## config.mk

```make
export PLATFORM = sky130hd
export DESIGN_NAME = nta_ctrl
export DESIGN_NICKNAME = d
export VERILOG_FILES = /design/src/rtl/nta_pkg.sv /design/src/rtl/nta_ctrl.sv
export SDC_FILE = /design/constraint.sdc
export NUM_CORES = 1
export LEC_CHECK = 0
export BUFFER_PORTS_ARGS = -buffer_cell sky130_fd_sc_hd__buf_2
export CORE_AREA = 8 8 45 47
export DETAILED_ROUTE_END_ITERATION = 8
export DIE_AREA = 0 0 53 55
export PLACE_DENSITY_LB_ADDON = 0.08
export SYNTH_ARGS = -nofsm -noshare
export SYNTH_HDL_FRONTEND = slang
export SYNTH_SLANG_ARGS = --single-unit
```

## constraint.sdc

```tcl
create_clock -name clk -period 1.4 [get_ports clk]
set_clock_uncertainty 0.1 [all_clocks]
set_input_delay 0.07 -clock clk [delete_from_list [all_inputs] [get_ports clk]]
set_output_delay 0.07 -clock clk [all_outputs]
set_load 0.02 [all_outputs]
```

## src/rtl/nta_pkg.sv

```systemverilog
package nta_pkg;

    typedef logic [1:0] op_t;
    localparam op_t OP_LEARN  = 2'd0;
    localparam op_t OP_TICK   = 2'd1;
    localparam op_t OP_LOOKUP = 2'd2;

    typedef logic [1:0] level_t;
    localparam level_t LVL_IP_ONLY  = 2'd0;
    localparam level_t LVL_OWN      = 2'd1;
    localparam level_t LVL_EXTENDED = 2'd2;
    localparam level_t LVL_WITH_PORT = 2'd3;

    typedef logic cfg_index_t;
    localparam cfg_index_t CFG_AGE_LIMIT = 1'b0;
    localparam cfg_index_t CFG_ARP_AGE   = 1'b1;

    localparam logic [3:0]  AGE_LIMIT_RST  = 4'd10;
    localparam logic [3:0]  ARP_AGE_RST    = 4'd8;
    localparam logic [15:0] PORT_MIN_BUILD = 16'd20107;
    localparam logic [15:0] DEFAULT_PORT   = 16'd80;
    localparam logic [7:0]  BROADCAST_UNIT = 8'd255;
    localparam logic [31:0] BROADCAST_IP   = 32'hFFFF_FFFF;

    typedef struct packed {
        logic [31:0] ip;
        logic [3:0]  age;
        logic [15:0] build;
        logic [7:0]  kind;
        logic [15:0] port;
    } entry_t;

    localparam int ENTRY_W = $bits(entry_t);

    // controller to datapath
    typedef struct packed {
        logic accept;
        logic exec;
        logic sweep;
    } ctl_cmd_t;

    // datapath to controller
    typedef struct packed {
        logic sweep_last;
    } dp_status_t;

endpackage

```

## src/rtl/nta_ctrl.sv

```systemverilog
module nta_ctrl
    import nta_pkg::*;
(
    input  logic       clk,
    input  logic       rst_n,
    input  logic       start,
    input  op_t        op,
    input  dp_status_t status,
    output ctl_cmd_t   cmd,
    output logic       busy
);

    typedef enum logic [2:0] {
        ST_IDLE  = 3'b001,
        ST_EXEC  = 3'b010,
        ST_SWEEP = 3'b100
    } state_t;

    state_t state_reg;
    state_t state_next;

    always_ff @(posedge clk or negedge rst_n)
    begin
        if (!rst_n)
        begin
            state_reg <= ST_IDLE;
        end
        else
        begin
            state_reg <= state_next;
        end
    end

    always_comb
    begin
        state_next = state_reg;
        cmd        = '0;
        unique case (state_reg)
            ST_IDLE:
            begin
                if (start)
                begin
                    cmd.accept = 1'b1;
                    state_next = (op == OP_TICK) ? ST_SWEEP : ST_EXEC;
                end
            end
            ST_EXEC:
            begin
                cmd.exec   = 1'b1;
                state_next = ST_IDLE;
            end
            ST_SWEEP:
            begin
                cmd.sweep = 1'b1;
                if (status.sweep_last)
                begin
                    state_next = ST_IDLE;
                end
            end
            default:
            begin
                state_next = ST_IDLE;
            end
        endcase
    end

    assign busy = (state_reg != ST_IDLE);

endmodule

```

-- Word level (Yosys, flattened, before mapping)
Cells that the tools add are included.
W data, S select, Z words.
- magnitude comparators: 0
- multipliers: 0
- reduce and logical (&&, ||, !) cells: 1
- equal/unequal tests: 7
- bitwise logic cells: 0
- $add $sub $neg: 0
- shifts and indexed selects: 0
- multiplexer cells: 8
- divide/modulo/power cells: 0
- operators by type and width (kind ; number):
    $mux W3 ; 3
    $pmux W3 S2 ; 1
    $mux W1 ; 4
    $ne A2 B2 Y1 const B ; 2
    $eq A3 B1 Y1 const B ; 1
    $eq A3 B2 Y1 const B ; 1
    $eq A3 B3 Y1 const B ; 1
    $ne A3 B1 Y1 const B ; 1
    $eq A2 B1 Y1 const B ; 1
    $reduce_and A2 Y1 ; 1
- memory bits (writable): 0
- flip-flop bits (word level): 3
- word-level logic and storage cells: 17
- memory bits (read-only): 0
- output and inout bits: 4
- memories: 0
- latch bits: 0

-- Logic depth before layout (Yosys ltp)
Gate-level depths: netlist of the first run.
- word-level depth: 4
- depth in mapped cells: 2
- gate-level depth less buffers: 2

-- Least setup slack after synthesis of the first run
No wires, ideal clock.
- path type: reg2reg
- from: register state_reg[0]
- to: register state_reg[1]
- clock period less this slack: 1.217 ns
- slack: 0.183 ns
- cell stages (with the launch flop): 3
- library setup time: 0.084 ns
- data arrival time: 1.033 ns
- buffers on the path: 0
- required time: 1.216 ns
- cells stage by stage: dfstp_2 > and4bb_2 > a21boi_0
- cells in the longest elaborated chain, start to end: 3
- RTL lines (what ; line ; RTL):
    start: declaration ; nta_ctrl.sv:19 ; state_t state_reg;
    start signal: assignment ; nta_ctrl.sv:30 ; state_reg <= state_next;
    $eq A3 B3 Y1 or $eq A3 B1 Y1 (tied branches) ; nta_ctrl.sv:38 ; unique case (state_reg)
    $ne A2 B2 Y1 (no line) ; - ;
    $reduce_and A2 Y1 (no line) ; - ;
Parallel ways exist; a longest one is shown, timed or not.
A chain may end at the register's enable or synchronous reset.

-- Final worst setup path of the first run
- from: register state_reg[0]
- to: output busy
- cells in the longest elaborated chain, start to end: 1
- RTL lines (what ; line ; RTL):
    $ne A3 B1 Y1 ; nta_ctrl.sv:67 ; assign busy = (state_reg != ST_IDLE);
    end: declaration ; nta_ctrl.sv:10 ; output logic busy
Every way passes these cells.

==> results of run 1 <==
[per-stage QoR]
stage	utilization [%]	cell area, sq um
after global routing	22.7	314
after global placement	15.2	210
after floorplan	-	145
after CTS	22.2	307
final	22.7	314
after detailed placement	15.2	210
[layout make-up]
| cell class | count | area [sq um] | area share [%] |
|---|---|---|---|
| timing repair buffer | 16 | 120 | 38.2 |
| multi-input combinational | 8 | 67.6 | 21.5 |
| inverter | 1 | 3.75 | 1.20 |
| clock buffer | 4 | 26.3 | 8.37 |
| sequential | 3 | 76.3 | 24.3 |
| tap | 16 | 20.0 | 6.37 |
[worst paths after layout]
kind                       slack [ns]          from  depth (start not counted)      endpoint
max                             -0.04  state_reg[0]                          2          busy
min                              0.06         rst_n                          2  state_reg[1]
max reg2reg                      0.07  state_reg[0]                          4  state_reg[1]
min reg2reg                      0.49  state_reg[1]                          2  state_reg[0]
max in group asynchronous        0.94         rst_n                          2  state_reg[0]
min in group clk                 0.14         start                          3  state_reg[0]
[synth_stat cells (all sizes together)]
cell / number
dfrtp: 2
a31o: 1
nor4b: 1
dfstp: 1
and4bb: 1
a21boi: 1
nor3b: 2
inv: 1
or3b: 1
nor2: 1
[kinds of logic (layout without fill, tap and decap cells)]
| group | Yosys count | in the layout | synth area share (%) |
|---|---|---|---|
| AO/OA/AOI/OAI | 2 | 2 | 11.2 |
| buffers and inverters | 1 | 21 | 2.58 |
| flip-flops | 3 | 3 | 52.6 |
| AND/OR/NAND/NOR | 6 | 6 | 33.6 |
[repair_timing]
item / in CTS / in global routing
buffers inserted: 2 / 1
pin swaps: 1 / 0
hold endpoints to repair: 5 / 0
gates resized for setup: 5 / 1
setup endpoints to repair: 2 / 2
hold buffers: 4 / 0
[per-layer routing]
layer / part of all wire (%) / vias to the layer above / GRT usage, %
met5: 0 / - / 0
met3: 5.3 / 0 / 3.21
met1: 40 / 80 / 3.81
met2: 54 / 4 / 5.66
met4: 0 / 0 / 2.59
li1: - / 85 / -
[power by group]
group | switching, mW | internal [mW] | total (mW)
Sequential | 0.00828 | 0.0994 | 0.108
Clock | 0.0435 | 0.107 | 0.150
Combinational | 0.0423 | 0.0670 | 0.109
==> results summary, run 1 <==
OpenSTA, run right after detailed placement, puts the worst setup slack at 0.0870 ns. The number of filler instances in the final layout came out at 161. The average instance area after synthesis came out at 12.1 sq um. The area of the die came out at 0.00292 sq mm.

In the layout the commonest cells are buf_2 (7), dlygate4sd3_1 (4), clkbuf_4 (3), buf_4 (3). The sequential element share of the synthesized area came out at 52.6%. The type of the most critical hold path is primary input to async pin. The initial standard-cell utilization of the core came out at 10.5%. The global placement routability congestion came out at 0.605.

The count of synthesis-stage warnings from yosys is 0. The number of cell rows is 14. The critical path is of the flop to output pin type. The kind of cell with the highest combined delay along the critical path is flip-flops. The mean number of vias per cell is 3.52. The number of placed instances with taps included came out at 37. The clock transition at the register clock pins on the worst setup and hold paths after CTS came out at 0.04 ns.

The area growth from synthesis to final layout came out at 116%. The number of flip-flops in the largest register is 3. The power density relative to cell area is 1170 mW/mm^2.

Setup repair after global routing could not meet its margin everywhere. The relative slew slack came out at 75.7%. The setup violation total in the final timing report is 2.

The count of routing violations after the opening detailed-route iteration is 0. Traced cell by cell, the critical path runs through or3b_4, buf_6. The final total power came out at 0.367 mW. dfrtp_1 takes more of the synthesized area than any other cell.

The number of port buffers is 9. In the final routed layout, each cell accounts on average for 9.75 um. The initial antenna violation count was 0.

The delay of the slowest critical-path stage came out at 0.53 ns. The first-pass detailed-route iteration total came out at 1. The maximum number of pins on one net before global-route repair came out at 6.

At the later pin of the worst-skew pair, clock insertion delay measures 0.23 ns. The overall global routing resource usage came out at 3.94%. The worst path required time is 1.23 ns. The maximum clock rate came out at 694 MHz. Summed over all cells, the static leakage comes to 0.150 nW. The final reports fail on negative setup slack.

The number of non-filler instances in the completed layout came out at 48. STA classifies the critical path endpoint as an output pin. Leaving out fill and tap cells, the most frequent cell in the layout is buf_2. Together, buffers and inverters on the worst path number 1. The number of distinct standard cells referenced by the synthesized netlist came out at 10. For this design, the slowest cell found on the critical path is dfstp_2.

The floorplan core area came out at 0.00138 sq mm. The setup slack of the critical path after layout is -0.0410 ns. The routed layout has 169 vias. The post-route antenna net violation count came out at 0.

The post-synth net total came out at 18. The level count of the clock H-tree came out at 1. The minimum hold slack came out at 0.0642 ns. The maximum fanout count along the critical path came out at 3. At the pin with the least slew margin, the transition time is 0.359 ns. The worst-case clock buffer depth came out at 2. The total negative slack is -0.0637 ns. Synthesis produced a netlist whose cell count is 12. The number of failing hold endpoints at the final stage came out at 0.

After detailed routing, the total wire length is 468 um. The worst setup path is launched from a flop. The die span in y is 55 um. Counting every sink on the clock net gives 3. The combined area of all synthesized cells came out at 145 sq um.

The residual overflow from global routing is 0. The top-level port count is 10. The first global-routing pass estimated 793 um of wire. The repair_antennas step left the layout with diodes totalling 0.

The via count of the first global-routing pass is 185. The critical path data arrival time is 1.27 ns. The tool flagged a number of max-cap violations equal to 0.

TritonCTS built the clock tree. The share of the synthesized area in the top cell type is 34.5%. The floorplan die width is 53 um. Of the cells placed in the final design, the portion with a size suffix greater than 1 is 59.4%. Sorting the synthesized cells by area gives the leading types as dfrtp_1 (34%), dfstp_2 (18%), nor3b_1 (10%). The register bit total from synthesis is 3. In this run the clock root is driven by a clkbuf_4.

The part of the cycle the worst path needs is 103%. The worst-case IR drop observed on VDD is 278 uV. The remaining design rule violation count came out at 0.

The clock buffer count from CTS is 3. The run finished, with violations left. The post-layout net count came out at 39. The final number of max-transition violations came to 0.

The clock period minus final worst setup slack came out at 1.44 ns. The wire-length estimate of the detail-placed layout is 351 um.
Note: power is estimated with default switching activity, not from simulation.
==> run 2: changes to the inputs <==
--- a/config.mk
+++ b/config.mk
@@ -7,9 +7,11 @@
 export LEC_CHECK = 0
 export BUFFER_PORTS_ARGS = -buffer_cell sky130_fd_sc_hd__buf_2
 export CORE_AREA = 8 8 45 47
+export CTS_CLUSTER_SIZE = 8
 export DETAILED_ROUTE_END_ITERATION = 8
 export DIE_AREA = 0 0 53 55
-export PLACE_DENSITY_LB_ADDON = 0.08
+export MAX_ROUTING_LAYER = met4
+export PLACE_DENSITY = 0.32
 export SYNTH_ARGS = -nofsm -noshare
 export SYNTH_HDL_FRONTEND = slang
 export SYNTH_SLANG_ARGS = --single-unit
==> run 2 against run 1 <==
The flow still finishes with violations (negative setup slack). Core utilization down 0.54 points. Die area did not move. Largest cell class unchanged. Via count stayed put. Clock-buffer cell count is the same. Sequential cell count unchanged. Critical path type unchanged.
==> results summary, run 2 (synthesized netlist as in run 1, its figures left out) <==
The flow ran to the end, but the final reports show violations. The checks that failed: negative setup slack. The initial standard-cell utilization of the core came out at 10.5%. CTS built an H-tree with a depth of 1.

After clock tree synthesis, the clock-pin slew on the worst setup and hold paths is 0.04 ns. The floorplan die width came out at 53 um. Setup repair after global routing could not meet its margin everywhere. The maximum number of pins on one net before global-route repair came out at 6. Across the VDD grid, the largest voltage drop is 382 uV. The leakage power came out at 0.145 nW. The congestion estimate from routability-driven global placement came to 0.629. STA classifies the critical path startpoint as a flop. The number of cell rows came out at 14. The leading cell type in the layout, fill and taps excluded is buf_2. The count of routing violations after the opening detailed-route iteration is 3.

The insertion delay of the later-clocked pin in the worst-skew pair came out at 0.23 ns. The die span in y is 55 um. For this run, the post-layout net count is 38.

The area growth from synthesis to final layout came out at 111%. The setup path with the least slack is of type flop to output pin. The number of failing hold endpoints at the final stage was 0. The final total power came out at 0.363 mW. The clock passes through at most 2 buffers. Summed over all layers, the routed wires come to 474 um.

The register-to-register setup slack came out at 0.06 ns. In the layout the commonest cells are buf_2 (7), dlygate4sd3_1 (4), clkbuf_4 (3). The detail-routed net length per standard cell came out at 10.1 um. In the final layout, the share of cells above drive strength 1 is 58.1%. Clock tree synthesis inserted a total of 3 buffers. The worst setup path is captured at an output pin. The total via count after detailed routing is 169.

The post-route antenna net violation count is 0. The tightest min-delay check is of the primary input to async pin type. The mean number of vias per cell is 3.60. The final antenna diode count came out at 0. The post-route cell area came out at 307 sq um. The transition time of the tightest slew-check pin is 0.417 ns. The number of port buffers is 9. In this run the standard cell core region covers 0.00138 sq mm.

Once placement finished, the instance area stood at 210 sq um. The top-level port count is 10. The part of the cycle the worst path needs is 102%. In the routed design, unresolved DRC markers number 0. The residual overflow from global routing is 0.

The first global-routing pass estimated 834 um of wire. In this run the worst path has a maximum fanout of 2. Clock tree synthesis selected as its root buffer the cell clkbuf_4. The via count of the first global-routing pass is 195. The power density relative to cell area is 1180 mW/mm^2. TritonCTS built the clock tree. The worst path required time came out at 1.23 ns. The number of max-cap violations came out at 0.

The first-pass detailed-route iteration total is 2. The setup slack of the critical path after layout came out at -0.0293 ns. The relative slew slack is 71.8%. The setup violation total in the final timing report came out at 2. The overall global routing resource usage is 4.40%. The total negative slack is -0.0524 ns.

The CTS sink count came out at 3. The number of flip-flops in the largest register is 3. The initial antenna violation count is 0. The critical path data arrival time is 1.26 ns. The maximum clock rate is 700 MHz. OpenSTA, run right after detailed placement, puts the worst setup slack at 0.0816 ns. The clock period minus final worst setup slack came out at 1.43 ns. The area of the die came out at 0.00292 sq mm. The final number of max-transition violations is 0.
-- run 2: cell types whose count changed in the layout (fill, tap and decap cells not counted), sizes merged --
cell | before | now
buf | 12 | 11
-- run 2: cell type report --
class | count | area, sq um
Clock buffer | 4 | 26.3
Fill cell | 155 | 1080
Sequential cell | 3 | 76.3
Multi-Input combinational cell | 8 | 67.6
Timing Repair Buffer | 15 | 113
Tap cell | 16 | 20.0
Inverter | 1 | 3.75
-- run 2: repair_timing --
action	in CTS	in global routing
hold buffers	3	1
endpoints found under the hold margin	6	1
gates resized for setup	5	1
endpoints found under the setup margin	2	3
buffers inserted	2	0
pin swaps	1	0
-- run 2: report_power, final --
group / leakage, nW / switching [mW] / internal (mW)
Combinational: 0.0928 / 0.0429 / 0.0625
Clock: 0.0150 / 0.0434 / 0.107
Sequential: 0.0373 / 0.00810 / 0.0993
Total: 0.145 / 0.0944 / 0.269
-- run 2: critical path: stages (launching register included) --
cell and delay, ns:
dfstp_2 0.52, or3b_4 0.37, buf_6 0.14
-- run 2: final timing paths --
| kind | from | to | cells after the start |
|---|---|---|---|
| worst max-delay path | state_reg[0] | busy | 2 |
| worst min-delay path | rst_n | state_reg[1] | 2 |
| worst max register to register | state_reg[0] | state_reg[1] | 4 |
| worst min register to register | state_reg[1] | state_reg[0] | 2 |
| max in group asynchronous | rst_n | state_reg[0] | 2 |
| min in group clk | start | state_reg[0] | 4 |
-- run 2: layer usage --
metal  GRT usage (%)  routed length [um]  vias up
li1                -                   -       82
met1            4.89                 230       75
met2            4.49                 162       12
met3            4.55                  82        0
met4            2.59                   0        0
met5               -                   0        -
-- run 2: per-stage QoR --
step                cells  hold slack [ns]  utilization [%]
floorplan              12           -0.326                -
global placement       37           -0.235             15.2
detailed placement     37           -0.234             15.2
CTS                    46          0.00356             21.4
global route           47           0.0620             22.2
finish                 47           0.0693             22.2
==> run 3: changes to the inputs <==
--- a/config.mk
+++ b/config.mk
@@ -5,13 +5,14 @@
 export SDC_FILE = /design/constraint.sdc
 export NUM_CORES = 1
 export LEC_CHECK = 0
+export ABC_AREA = 1
 export BUFFER_PORTS_ARGS = -buffer_cell sky130_fd_sc_hd__buf_2
 export CORE_AREA = 8 8 45 47
 export CTS_CLUSTER_SIZE = 8
 export DETAILED_ROUTE_END_ITERATION = 8
 export DIE_AREA = 0 0 53 55
 export MAX_ROUTING_LAYER = met4
-export PLACE_DENSITY = 0.32
+export PLACE_DENSITY = 0.33
 export SYNTH_ARGS = -nofsm -noshare
 export SYNTH_HDL_FRONTEND = slang
 export SYNTH_SLANG_ARGS = --single-unit
==> run 3 against run 2 <==
The flow now finishes without violations. Cell area shrank 8.2%. Clock-buffer cell count stayed put. Synthesized area grew 10%. Via count is 13% higher. Clock power about the same. Critical path depth is 1 higher. Die area is the same. Sequential power about the same. Hold slack worse by 0.054 ns. Core utilization is 1.8 points lower. Largest cell class is now flip-flops and latches. Highest routed layer unchanged.
==> results summary, run 3 <==
In the final layout, the multi-input gates occupy 65.1 sq um. The area of the die is 0.00292 sq mm. Using the TritonRoute via totals, the vias-per-cell ratio works out to 3.60. The number of distinct standard cells referenced by the synthesized netlist came out at 9. The count of routing violations after the opening detailed-route iteration came out at 3. The worst register-to-register path begins at state_reg[0]. The routed layout has 191 vias. The post-route cell area is 282 sq um.

The leakage power came out at 0.159 nW. The clock tree root buffer cell is clkbuf_4. The worst setup path is captured at an output pin. The detail-routed net length per standard cell is 9.21 um. The clock buffer count from CTS came out at 3. The residual overflow from global routing is 0. The commonest cells after synthesis are inv_1 (5), nor2_1 (4), nor3_1 (3). The overall routed net length came out at 488 um. The number of port buffers came out at 9. The maximum clock rate is 750 MHz. After synthesis, the cell types taking the most area are dfrtp_1 (31%), dfstp_2 (16%), inv_1 (12%).

The sequential element share of the synthesized area is 47.7%. The flow ran to the end, and the final reports show no timing, DRC or antenna violations. The post-synth net total is 27. Yosys mapped a number of flops with a built-in enable equal to 0. The minimum hold slack is 0.0155 ns. At the end of routability-driven placement, the weighted congestion stood at 0.598.

The part of the cycle the worst path needs is 95.2%. The maximum vdd ir drop is 277 uV. The clock transition at the register clock pins on the worst setup and hold paths after CTS came out at 0.04 ns. The critical path starts at state_reg[0]. The fraction of synthesis flops using an asynchronous set or reset pin is 100%. The startpoint class of the critical path is a flop. The die span in y came out at 55 um. By startpoint and endpoint, the worst setup path is classified as flop to output pin. The insertion delay of the later-clocked pin in the worst-skew pair is 0.23 ns. The most used flip-flop cell after synthesis is dfrtp_1.

The detailed placement HPWL is 377 um. The area growth from synthesis to final layout is 75.8%. The average instance area after synthesis is 7.63 sq um. The library cell used most frequently in the layout, excluding fill and tap cells, is buf_2. The via count of the first global-routing pass is 191. The most instantiated library cell after synthesis is inv_1. Across every metal layer, demand over resource in global routing totals 4.68%. The maximum number of pins on one net before global-route repair came out at 6.

Dividing total power by cell area gives a power density of 1230 mW/mm^2. The worst-case clock buffer depth is 2. The level count of the clock H-tree is 1. In the final timing run, aggregate negative setup slack is 0 ns.

The initial standard-cell utilization of the core is 11.6%. The final number of max-transition violations is 0. Row generation in the floorplan step produced 14 rows. The count of synthesis-stage warnings from yosys came out at 0. The top-level port count is 10. The critical path goes through nand3_2, nor2_1, buf_4. The delay of the slowest critical-path stage is 0.55 ns. The setup violation total in the final timing report is 0. The total placed instance area is 225 sq um.

The number of flip-flops in the largest register came out at 3. Synthesis inferred 3 register bits. The share of final-layout standard cells stronger than drive strength 1 came out at 40.5%. The library cell with the largest summed area after synthesis is dfrtp_1. The post-layout net count is 44. Summed over its instances, the top area cell type makes up 31.3% of the synthesized netlist area. The wire length of the first global-routing pass came out at 848 um.

The die is 53 um wide. The hold path startpoint is op[1]. The pre-CTS setup slack came out at 0.301 ns. Setup repair after global routing left no endpoint under its margin. The combined area of all synthesized cells came out at 160 sq um. Among all stages on the critical path, the largest delay is contributed by dfstp_2. The transition time of the tightest slew-check pin came out at 0.156 ns.

Along the worst path, the maximum fanout reaches 4. The number of max-cap violations is 0. In the layout the commonest cells are buf_2 (8), inv_1 (5), nor2_1 (4), nor3_1 (3), clkbuf_4 (3). The first-pass detailed-route iteration total came out at 3.

The relative slew slack is 89.5%. The footprint of the flip-flops and latches is 76.3 sq um. The number of filler instances in the final layout came out at 157.

The floorplan core area came out at 0.00138 sq mm. The post-route antenna net violation count is 0. CTS saw 3 sinks. The setup slack of the critical path after layout came out at 0.0665 ns. The final antenna diode count came out at 0. TritonCTS built the clock tree.

The routed design could run at a clock period as short as 1.33 ns. The number of standard cells after synthesis is 21. The number of failing hold endpoints at the final stage came out at 0. After detailed routing, the number of remaining DRC violations is 0. The initial antenna violation count came to 0. In this run the worst hold path is classified as primary input to flop. For the worst setup path, the data arrival time is 1.16 ns. The worst path required time is 1.23 ns.
run 3: cell types whose count changed after synthesis, moves of 2 or more:
cell and delta:
inv_1 +4, nor3b_1 -2, nor3_1 +3, nand3_1 +2, nand2_1 +2, nor2_1 +3
run 3: final cells by class:
class | count | share of cell area (%)
clock buffers | 4 | 9.33
repair buffers | 12 | 26.7
inverters | 5 | 6.67
flip-flops and latches | 3 | 27.1
multi-input cells | 13 | 23.1
well taps | 16 | 7.11
run 3: final timing paths:
check | end | slack (ns) | cells past startpoint
min in group asynchronous | state_reg[2] | 0.06 | 2
worst min register to register | state_reg[2] | 0.48 | 3
worst max-delay path | cmd[2] | 0.07 | 3
worst min-delay path | state_reg[2] | 0.02 | 4
max in group asynchronous | state_reg[0] | 0.94 | 2
worst max register to register | state_reg[0] | 0.30 | 4
run 3: repair_timing:
item,in CTS,in global routing
endpoints found under the setup margin,0,1
hold endpoints to repair,4,0
hold buffers,2,0
buffers inserted,0,1
gates resized for setup,0,1
run 3: worst max-delay path, delay by kind of cell, from the launching register on:
family	cells	cell delay, ns
DFF	1	0.55
and+or+nand+nor	2	0.23
buffers and inverters	1	0.15
run 3: stage by stage:
stage               power (mW)  util [%]  std cells
finish                   0.345      20.3         53
global route             0.381      20.3         53
CTS                      0.347      19.6         52
detailed placement       0.184      16.3         46
global placement         0.184      16.3         46
floorplan                0.156         -         21
run 3: metal layers:
metal	part of all wire [%]	vias up	global-route usage [%]
li1	-	99	-
met1	55	82	5.48
met2	31	10	3.71
met3	14	0	4.28
met4	0	0	5.17
met5	0	-	-
run 3: power breakdown:
group / internal (mW) / switching, mW / total, mW
clock: 0.107 / 0.0428 / 0.149
sequential: 0.0995 / 0.00865 / 0.108
combinational: 0.0376 / 0.0500 / 0.0877
total: 0.244 / 0.102 / 0.345
run 3: kinds of logic after synthesis:
kind of cell	count (synthesis)	synth area share (%)
AO/OA/AOI/OAI	1	4.69
buffers and inverters	5	11.7
flip-flops	3	47.7
AND/OR/NAND/NOR	12	35.9
